===== src/rtl/mcbf_pkg.sv =====
`default_nettype none
// ----------------------------------------------------------------------------
// mcbf_pkg
// Shared types, constants and the fade curve of the MIDI clock beat LED fader.
// ----------------------------------------------------------------------------
package mcbf_pkg;

  // Number of fade curve steps that an LED walks through before it holds.
  localparam int unsigned CURVE_DEPTH = 50;
  localparam logic [5:0] FADE_LAST = 6'(CURVE_DEPTH - 1);

  // MIDI real-time status bytes.
  localparam logic [7:0] BYTE_CLOCK = 8'hF8;
  localparam logic [7:0] BYTE_START = 8'hFA;
  localparam logic [7:0] BYTE_STOP  = 8'hFC;

  // Input action codes.
  localparam logic ACT_MIDI = 1'b0;
  localparam logic ACT_TICK = 1'b1;

  // Configuration register indexes.
  localparam logic REG_FADE_STEP       = 1'b0;
  localparam logic REG_CLOCKS_PER_BEAT = 1'b1;

  // Reset values.
  localparam logic [7:0]  FADE_STEP_RESET = 8'd6;
  localparam logic [5:0]  CPB_RESET       = 6'd24;
  localparam logic [15:0] DUTY_RESET      = 16'd32767;

  typedef struct packed {
    logic       action;
    logic [7:0] midi_byte;
  } mcbf_in_t;

  typedef struct packed {
    logic [15:0] duty_zero;
    logic [15:0] duty_one;
    logic [15:0] duty_two;
    logic        duty_updated;
    logic        echo_valid;
    logic [7:0]  echo_byte;
    logic        status_pin;
  } mcbf_out_t;

  typedef struct packed {
    logic [7:0]       beat_count;
    logic [2:0][5:0]  fade_index;
    logic [7:0]       tick_count;
    logic [2:0][15:0] duty_hold;
    logic             status_level;
  } mcbf_state_t;

  // Exponential fade curve; entries past the defined ones read as zero.
  function automatic logic [15:0] fade_curve(input logic [5:0] idx);
    logic [15:0] val;
    case (idx)
      6'd0:  val = 16'd65535;
      6'd1:  val = 16'd55937;
      6'd2:  val = 16'd46340;
      6'd3:  val = 16'd32767;
      6'd4:  val = 16'd27968;
      6'd5:  val = 16'd23170;
      6'd6:  val = 16'd16383;
      6'd7:  val = 16'd13984;
      6'd8:  val = 16'd11585;
      6'd9:  val = 16'd8192;
      6'd10: val = 16'd6992;
      6'd11: val = 16'd5792;
      6'd12: val = 16'd4096;
      6'd13: val = 16'd3496;
      6'd14: val = 16'd2896;
      6'd15: val = 16'd2047;
      6'd16: val = 16'd1747;
      6'd17: val = 16'd1448;
      6'd18: val = 16'd1024;
      6'd19: val = 16'd874;
      6'd20: val = 16'd724;
      6'd21: val = 16'd512;
      6'd22: val = 16'd437;
      6'd23: val = 16'd362;
      6'd24: val = 16'd256;
      6'd25: val = 16'd218;
      6'd26: val = 16'd181;
      6'd27: val = 16'd127;
      6'd28: val = 16'd108;
      6'd29: val = 16'd90;
      6'd30: val = 16'd64;
      6'd31: val = 16'd54;
      6'd32: val = 16'd45;
      6'd33: val = 16'd32;
      6'd34: val = 16'd27;
      6'd35: val = 16'd23;
      6'd36: val = 16'd16;
      6'd37: val = 16'd13;
      6'd38: val = 16'd11;
      6'd39: val = 16'd8;
      6'd40: val = 16'd7;
      6'd41: val = 16'd6;
      6'd42: val = 16'd4;
      6'd43: val = 16'd3;
      6'd44: val = 16'd3;
      6'd45: val = 16'd2;
      6'd46: val = 16'd1;
      6'd47: val = 16'd1;
      6'd48: val = 16'd1;
      default: val = 16'd0;
    endcase
    return val;
  endfunction

endpackage
`default_nettype wire


===== src/rtl/midi_clock_beat_led_fader.sv =====
`default_nettype none
// ----------------------------------------------------------------------------
// midi_clock_beat_led_fader
// Counts MIDI timing clocks to restart three staggered LED fades and steps
// the fades on millisecond ticks.
// ----------------------------------------------------------------------------
// Usage:
// Each input request is either a received MIDI byte (action 0) or a one
// millisecond tick (action 1) on the in_ valid/ready channel. Every request
// produces exactly one result on the out_ channel: the three LED duty values,
// a flag for a fresh duty load, the echoed byte (all bytes except the timing
// clock are echoed) and the run status pin level.
// An accepted request's result is registered in the output register if that
// is free or being taken, else in the skid stage. Throughput is one request
// per cycle while in_ready is high, set by the single registered pass of the
// update logic. The result register is backed by a one-entry skid stage, so
// a request is still taken while one result waits for out_ready; in_ready drops
// only when both are full. Configuration (fade step in ticks, clocks per
// beat) must be written through cfg_we/cfg_index/cfg_data while the block is
// idle; the block does not enforce this. Reset (synchronous, rst_n low) empties
// the output side, loads both registers with defaults, clears the counters
// and fade positions, sets every duty to half scale and raises the status pin.
// ----------------------------------------------------------------------------
module midi_clock_beat_led_fader (
  input  logic                clk,
  input  logic                rst_n,
  input  logic                in_valid,
  output logic                in_ready,
  input  mcbf_pkg::mcbf_in_t  in_data,
  output logic                out_valid,
  input  logic                out_ready,
  output mcbf_pkg::mcbf_out_t out_data,
  input  logic                cfg_we,
  input  logic                cfg_index,
  input  logic [7:0]          cfg_data
);
  import mcbf_pkg::*;

  logic [7:0]  fade_step_r;
  logic [5:0]  cpb_r;
  mcbf_state_t state_r;
  mcbf_state_t state_nxt;
  mcbf_out_t   result;

  mcbf_out_t   out_data_r;
  mcbf_out_t   out_data_nxt;
  logic        out_valid_r;
  logic        out_valid_nxt;
  mcbf_out_t   skid_data_r;
  mcbf_out_t   skid_data_nxt;
  logic        skid_valid_r;
  logic        skid_valid_nxt;

  logic        in_fire;
  logic        out_take;

  assign in_ready  = ~skid_valid_r;
  assign in_fire   = in_valid & in_ready;
  assign out_take  = out_valid_r & out_ready;
  assign out_valid = out_valid_r;
  assign out_data  = out_data_r;

  mcbf_step u_step (
    .cur             (state_r),
    .req             (in_data),
    .fade_step_ticks (fade_step_r),
    .clocks_per_beat (cpb_r),
    .nxt             (state_nxt),
    .res             (result)
  );

  // Configuration registers.
  always_ff @(posedge clk) begin
    if (!rst_n) begin
      fade_step_r <= FADE_STEP_RESET;
      cpb_r       <= CPB_RESET;
    end else if (cfg_we) begin
      case (cfg_index)
        REG_FADE_STEP:       fade_step_r <= cfg_data;
        REG_CLOCKS_PER_BEAT: cpb_r       <= cfg_data[5:0];
        default:             fade_step_r <= fade_step_r;
      endcase
    end
  end

  // Block state advances once per accepted request.
  always_ff @(posedge clk) begin
    if (!rst_n) begin
      state_r.beat_count   <= 8'd0;
      state_r.fade_index   <= '0;
      state_r.tick_count   <= 8'd0;
      state_r.duty_hold    <= {3{DUTY_RESET}};
      state_r.status_level <= 1'b1;
    end else if (in_fire) begin
      state_r <= state_nxt;
    end
  end

  // Output register plus skid stage. The skid entry drains into the output
  // register first; a new result goes straight to the output register when
  // that register is free or being taken this cycle.
  always_comb begin
    out_data_nxt   = out_data_r;
    out_valid_nxt  = out_valid_r;
    skid_data_nxt  = skid_data_r;
    skid_valid_nxt = skid_valid_r;
    if (skid_valid_r) begin
      if (out_take) begin
        out_data_nxt   = skid_data_r;
        skid_valid_nxt = 1'b0;
      end
    end else if (in_fire) begin
      if (!out_valid_r || out_take) begin
        out_data_nxt  = result;
        out_valid_nxt = 1'b1;
      end else begin
        skid_data_nxt  = result;
        skid_valid_nxt = 1'b1;
      end
    end else if (out_take) begin
      out_valid_nxt = 1'b0;
    end
  end

  always_ff @(posedge clk) begin
    if (!rst_n) begin
      out_valid_r  <= 1'b0;
      skid_valid_r <= 1'b0;
    end else begin
      out_valid_r  <= out_valid_nxt;
      skid_valid_r <= skid_valid_nxt;
    end
  end

  always_ff @(posedge clk) begin
    out_data_r  <= out_data_nxt;
    skid_data_r <= skid_data_nxt;
  end

  // The skid stage only ever holds a result behind a waiting output.
  a_skid_behind_out: assert property (@(posedge clk) disable iff (!rst_n)
    skid_valid_r |-> out_valid_r)
    else $error("skid stage full while output register empty");

  // Every accepted request leaves a result pending on the next cycle.
  a_accept_gives_result: assert property (@(posedge clk) disable iff (!rst_n)
    in_fire |=> out_valid_r)
    else $error("accepted request produced no result");

  // Fade positions never run past the last curve entry.
  a_fade_index_bound: assert property (@(posedge clk) disable iff (!rst_n)
    (state_r.fade_index[0] <= FADE_LAST) && (state_r.fade_index[1] <= FADE_LAST)
      && (state_r.fade_index[2] <= FADE_LAST))
    else $error("fade index beyond curve");

  // A taken result with nothing behind it empties the output.
  a_drain_empties: assert property (@(posedge clk) disable iff (!rst_n)
    (out_take && !skid_valid_r && !in_fire) |=> !out_valid_r)
    else $error("output stayed valid after drain");

endmodule
`default_nettype wire


===== src/rtl/mcbf_step.sv =====
`default_nettype none
// ----------------------------------------------------------------------------
// mcbf_step
// Next-state and result logic for one request: beat counting, fade stepping,
// byte echo and the run status pin.
// ----------------------------------------------------------------------------
module mcbf_step (
  input  mcbf_pkg::mcbf_state_t cur,
  input  mcbf_pkg::mcbf_in_t    req,
  input  logic [7:0]            fade_step_ticks,
  input  logic [5:0]            clocks_per_beat,
  output mcbf_pkg::mcbf_state_t nxt,
  output mcbf_pkg::mcbf_out_t   res
);
  import mcbf_pkg::*;

  logic [7:0] beat_inc;
  logic [7:0] cpb1;
  logic [7:0] cpb2;
  logic [7:0] cpb3;
  logic [7:0] cpb4;
  logic       cpb_nz;
  logic [7:0] tick_inc;
  logic       fade_due;
  logic       updated;
  logic       echo;

  assign beat_inc = cur.beat_count + 8'd1;
  assign tick_inc = cur.tick_count + 8'd1;
  assign cpb1     = {2'b00, clocks_per_beat};
  assign cpb2     = {1'b0, clocks_per_beat, 1'b0};
  assign cpb3     = cpb1 + cpb2;
  assign cpb4     = {clocks_per_beat, 2'b00};
  assign cpb_nz   = (clocks_per_beat != 6'd0);
  assign fade_due = (tick_inc >= fade_step_ticks);

  always_comb begin
    nxt     = cur;
    updated = 1'b0;
    echo    = 1'b0;
    if (req.action == ACT_TICK) begin
      nxt.tick_count = tick_inc;
      if (fade_due) begin
        updated        = 1'b1;
        nxt.tick_count = 8'd0;
        for (int i = 0; i < 3; i++) begin
          nxt.duty_hold[i] = fade_curve(cur.fade_index[i]);
          if (cur.fade_index[i] < FADE_LAST) begin
            nxt.fade_index[i] = cur.fade_index[i] + 6'd1;
          end
        end
      end
    end else if (req.midi_byte == BYTE_CLOCK) begin
      // A new cycle starts all three fades from the top of the curve.
      if (cur.beat_count == 8'd0) begin
        nxt.fade_index = '0;
      end
      nxt.beat_count = beat_inc;
      if (cpb_nz) begin
        if (beat_inc == cpb1) nxt.fade_index[0] = 6'd0;
        if (beat_inc == cpb2) nxt.fade_index[1] = 6'd0;
        if (beat_inc == cpb3) nxt.fade_index[2] = 6'd0;
        if (beat_inc == cpb4) nxt.beat_count = 8'd0;
      end
    end else begin
      echo = 1'b1;
      if (req.midi_byte == BYTE_START) begin
        nxt.status_level = ~cur.status_level;
        nxt.beat_count   = 8'd0;
      end else if (req.midi_byte == BYTE_STOP) begin
        nxt.status_level = 1'b0;
        nxt.beat_count   = 8'd0;
      end
    end
  end

  always_comb begin
    res.duty_zero    = nxt.duty_hold[0];
    res.duty_one     = nxt.duty_hold[1];
    res.duty_two     = nxt.duty_hold[2];
    res.duty_updated = updated;
    res.echo_valid   = echo;
    res.echo_byte    = echo ? req.midi_byte : 8'd0;
    res.status_pin   = nxt.status_level;
  end

endmodule
`default_nettype wire


===== config.mk =====
export PLATFORM = sky130hd
export DESIGN_NAME = midi_clock_beat_led_fader
export DESIGN_NICKNAME = d
export VERILOG_FILES = /design/src/rtl/mcbf_pkg.sv /design/src/rtl/midi_clock_beat_led_fader.sv /design/src/rtl/mcbf_step.sv
export SDC_FILE = /design/constraint.sdc
export NUM_CORES = 1
export LEC_CHECK = 0
export BUFFER_PORTS_ARGS = -buffer_cell sky130_fd_sc_hd__buf_2
export CAP_MARGIN = 0
export CORE_MARGIN = 8
export CORE_UTILIZATION = 55
export DETAILED_ROUTE_END_ITERATION = 7
export GPL_ROUTABILITY_DRIVEN = 0
export GPL_TIMING_DRIVEN = 0
export PLACE_DENSITY = 0.76
export SYNTH_ARGS = -nofsm -noshare
export SYNTH_HDL_FRONTEND = slang
export SYNTH_HIERARCHICAL = 1
export SYNTH_SLANG_ARGS = --single-unit

===== constraint.sdc =====
create_clock -name clk -period 4.7 [get_ports clk]
set_input_delay 1.175 -clock clk [delete_from_list [all_inputs] [get_ports clk]]
set_output_delay 1.175 -clock clk [all_outputs]
set_load 0.02 [all_outputs]

Word-level counts from Yosys, hierarchy flattened
Memory sizes are Yosys's and may differ from the RTL's. A register that Yosys moved wholly into a read port is not among the register bits.
Index checks and enable logic that the tools add are counted.
- logic and storage cells: 121
- bits of input ports: 23
- memory bits (read-only): 3072
- output and inout bits: 61
- register bits after elaboration: 217
- memories: 3
- memory list (name ; depth ; bits a word ; read ports ; clocked after memory_dff ; wr ports ; RTL line ; text):
    (no name shown) ; 64 ; 16 ; 1 ; 1 ; 0 ; mcbf_pkg.sv:56 ; case (idx)
    (no name shown) ; 64 ; 16 ; 1 ; 1 ; 0 ; mcbf_pkg.sv:56 ;
    (no name shown) ; 64 ; 16 ; 1 ; 1 ; 0 ; mcbf_pkg.sv:56 ;
- eq/ne operators: 13
- reduce and logical (&&, ||, !) cells: 19
- add/subtract/negate cells: 6
- mux-type cells: 42
- magnitude comparators: 4
- bitwise operators: 7
- operator list (operator ; count):
    $mux W59 ; 4
    $mux W74 ; 1
    $mux W6 ; 12
    $mux W18 ; 3
    $mux W48 ; 1
    $mux W8 ; 5
    $mux W26 ; 1
    $eq A8 B8 Y1 const B ; 3
    $add A6 B1 Y6 const B ; 3
    $lt A6 B6 Y1 const B ; 3
    $add A8 B1 Y8 const B ; 2
    $eq A8 B8 Y1 ; 2
    $mux W1 ; 15
    $ne A2 B1 Y1 const B ; 6
    $reduce_and A3 Y1 ; 4
    $reduce_and A4 Y1 ; 3
    $add A6 B7 Y8 ; 1
    $eq A8 B6 Y1 ; 1
    $eq A8 B7 Y1 ; 1
    $ge A8 B8 Y1 ; 1
    $logic_not A8 Y1 ; 1
    $reduce_bool A2 Y1 ; 4
    $reduce_and A2 Y1 ; 3
    $reduce_bool A6 Y1 ; 1
    other kinds (5) ; 10

Logic depth before layout (Yosys ltp)
- word-level depth: 8
- gate-level depth with buffers: 17
- depth with buffers taken out: 15

Modules after synthesis
Netlist, hierarchy kept.
- by module, submodules not included (module ; times used ; seq. area each (µm²) ; cells an instance ; area an instance (µm²)):
    midi_clock_beat_led_fader ; 1 ; 5525.3 ; 578 ; 8211.6
    mcbf_step ; 1 ; 0.0 ; 865 ; 5347.6

Worst setup path before layout
Ideal clock, no wire load.
- path type: input-to-reg
- start point: input in_valid
- end point: register out_data_r (netlist bit out_data[0]), enable pin
- stages on the path: 4
- arrival: 4.414 ns
- setup slack: -0.209 ns
- data required time: 4.205 ns
- library setup time: 0.495 ns
- buffers on the path: 2
- cells stage by stage: nand2b_1 > buf_4 > buf_6 > a21oi_1
- word-level cells in the longest chain between the ends: 3
- ends and longest elaborated chain (item ; RTL line ; text):
    start, declared ; midi_clock_beat_led_fader.sv:27 ; input logic in_valid,
    $and A1 B1 Y1 ; midi_clock_beat_led_fader.sv:58 ; assign in_fire = in_valid & in_ready;
    $reduce_bool A2 Y1 (no source line) ; n/a ;
    $reduce_and A3 Y1 (no source line) ; n/a ;
    end signal, assigned ; midi_clock_beat_led_fader.sv:136 ; out_data_r <= out_data_nxt;
    end, declared ; midi_clock_beat_led_fader.sv:45 ; mcbf_out_t out_data_r;
No other way between the ends.
A chain may end at the register's enable or synchronous reset.

==> results_dict.tcl <==
set metrics [dict create \
    clock_path_buffers 3 \
    io_buffers 81 \
    place_ws_ps 414 \
    period_needed_ps 4490 \
    grtUsageTotal_pct 23.0 \
    ant_nets 0 \
    clkLatencyLatePin_ps 540 \
    arrival_ps 4770 \
    yosysSeqAreaShare_pct 40.7 \
    num_rows 57 \
    cpPeakStageDelay_ps 630 \
    core_sq_um 24200 \
    htreeDepth 1 \
    slew_violations 0 \
    grt_pass1_wl_um 58400 \
    crit_path_end_kind "flop" \
    drv_cap 0 \
    min_path_type "reg -> reg" \
    postSynth.asyncResetShare_pct 0 \
    p_leak_uw 0.00599 \
    cts_sinks 217 \
    cts_setup_buffers 0 \
    cts_root_buffer "clkbuf_16" \
    cts_buffers 25 \
    routed_wl_um 35800 \
    syn_area_per_cell_sq_um 9.40 \
    die-area_sq_um 29900 \
    clk_pin_slew_ps 60 \
    hold_buffers 0 \
    ys_ff_latch 217 \
    final_common_cell "nand2_1" \
    syn2layout_area_growth_pct 13.0 \
    grt_overflow_total 0 \
    fin_nets 1618 \
    vias 11600 \
    fmaxAchievable_mhz 223 \
    drc 4 \
    initial_core_util_pct 55.9 \
    routedWlPerCell_um 18.9 \
    relSlewSlack_pct 47.0 \
    ys_types 74 \
    grt_pass1_vias 11300 \
    worstPathCellList "ha_1 -> and3_1 -> nand3_1 -> xnor2_1 -> ha_1 -> a211oi_1 -> nand2_1 -> o22ai_1 -> inv_1 -> nand3_1 -> inv_1 -> clkbuf_1 -> buf_1 -> a31oi_1 -> buf_4 -> mux2_2" \
    power_uw 4890 \
    crit_buf_inv 5 \
    grt_max_degree 41 \
    violations "DRC" \
    hold_viol_final 0 \
    tightest_slew_ps 784 \
    fin_setup_tns_ps 0 \
    first_iter_violations 1569 \
    cp_top_family "buffers and inverters" \
    setup_ws_ps 213 \
    critPathKind "reg -> reg" \
    syn_nets 1507 \
    setup_viol 0 \
    cp_slowest_cell "buf_1" \
    status "finished with violations" \
    die_width_um 173 \
    cp.required_ps 4980 \
    layout_common_cells "nand2_1 (208), edfxtp_1 (118), buf_2 (107)" \
    boundaryPins 84 \
    power_density_nw_per_um2 319 \
    vias_per_cell 6.13 \
    critical_path.startpoint_type "flop" \
    antenna_found_initial 0 \
    crit_fanout 10 \
    synthesis.area_sq_um 13600 \
    yosysWarningCount 6 \
    synth_edf_count 118 \
    antennaDiodeCount 0 \
    die_h_um 173 \
    vdd_drop_max_mv 0.291 \
    synth_top_flop_cell "edfxtp_1" \
    drive_gt1_share_pct 18.3 \
    first_pass_iters 8 \
    hpwlAfterDp_um 25600 \
    rsz0062_at_grt "false" \
    skew_ps 22.8 \
    syn_inst 1443 \
    finalCritPeriodShare_pct 95.5 \
    cts_tree "done" \
]
## worst paths after layout
path / from / endpoint / slack [ps] / depth (start not counted)
max: state_r[49] / out_data[27] / 210 / 16
min: state_r[81] / state_r[81] / 460 / 2
max reg2reg: state_r[49] / out_data[27] / 210 / 16
min reg2reg: state_r[81] / state_r[81] / 460 / 2
## worst min-delay path, cell delays in order (launching register included)
cell and delay (ps):
dfxtp_1 310, nand2_1 50, mux2i_1 50
## power by group
part,internal [uW],total (uW),switching [uW]
logic,291,653,362
clock network,1260,2070,810
registers,2130,2170,43.0
total,3680,4890,1220
## synth_stat cells, types with 18 or more instances
master	number	area [sq um]
nor2_1	76	285
o211ai_1	18	135
o21ai_0	79	395
a211oi_1	18	135
a31oi_1	22	138
mux2i_1	65	651
xnor2_1	21	184
dfxtp_1	99	1980
mux2_2	61	687
and3_1	18	113
edfxtp_1	118	3540
and3b_1	46	403
a211o_1	49	429
ha_1	40	500
nand3_1	20	100
clkbuf_1	71	267
nor3_1	24	120
nand2_1	208	781
buf_4	58	435
buf_2	26	130
a21oi_1	61	305
inv_1	51	191
## cells by family after synthesis
family / share of synthesized area [%]
simple gates: 16.2
compound gates: 17.4
buf+inv: 8.43
flops: 40.7
mux: 10.0
xor+xnor: 3.41
fa+ha+maj: 3.84
## per-stage QoR
stage / area [sq um] / hold slack (ps) / cells / util [%]
after floorplan: 13600 / 431 / 1443 / -
after global placement: 14400 / 442 / 1848 / 59.3
after detailed placement: 14400 / 447 / 1851 / 59.6
after CTS: 15300 / 459 / 1897 / 63.2
after global routing: 15300 / 469 / 1897 / 63.2
final: 15300 / 456 / 1897 / 63.2
## registers in the layout, indices dropped and copies added (netlist names)
| name | flops |
|---|---|
| cpb_r | 6 |
| fade_step_r | 8 |
| out_data | 59 |
| out_valid | 1 |
| skid_data_r | 59 |
| skid_valid_r | 1 |
| state_r | 83 |
## cell type report
cell class,instances,area [sq um]
inverter,52,195
buffer,170,950
timing repair buffer,84,465
sequential,217,5530
fill,2016,8930
clock buffer,27,633
tap,324,405
multi-input combinational,1004,6900
clock inverter,19,244
## what timing repair did
action | in CTS | in global routing
setup endpoints to repair | 0 | 1
hold endpoints to repair | 0 | 0
resized for setup | 0 | 3
## metal layers
metal / vias to the layer above / track usage [%] / share of wire (%)
li1: 5394 / - / -
met1: 5413 / 29.9 / 42
met2: 675 / 36.5 / 44
met3: 156 / 4.66 / 9.3
met4: 0 / 10.2 / 4.4
met5: - / 0 / 0
(Power assumes the default switching activity.)
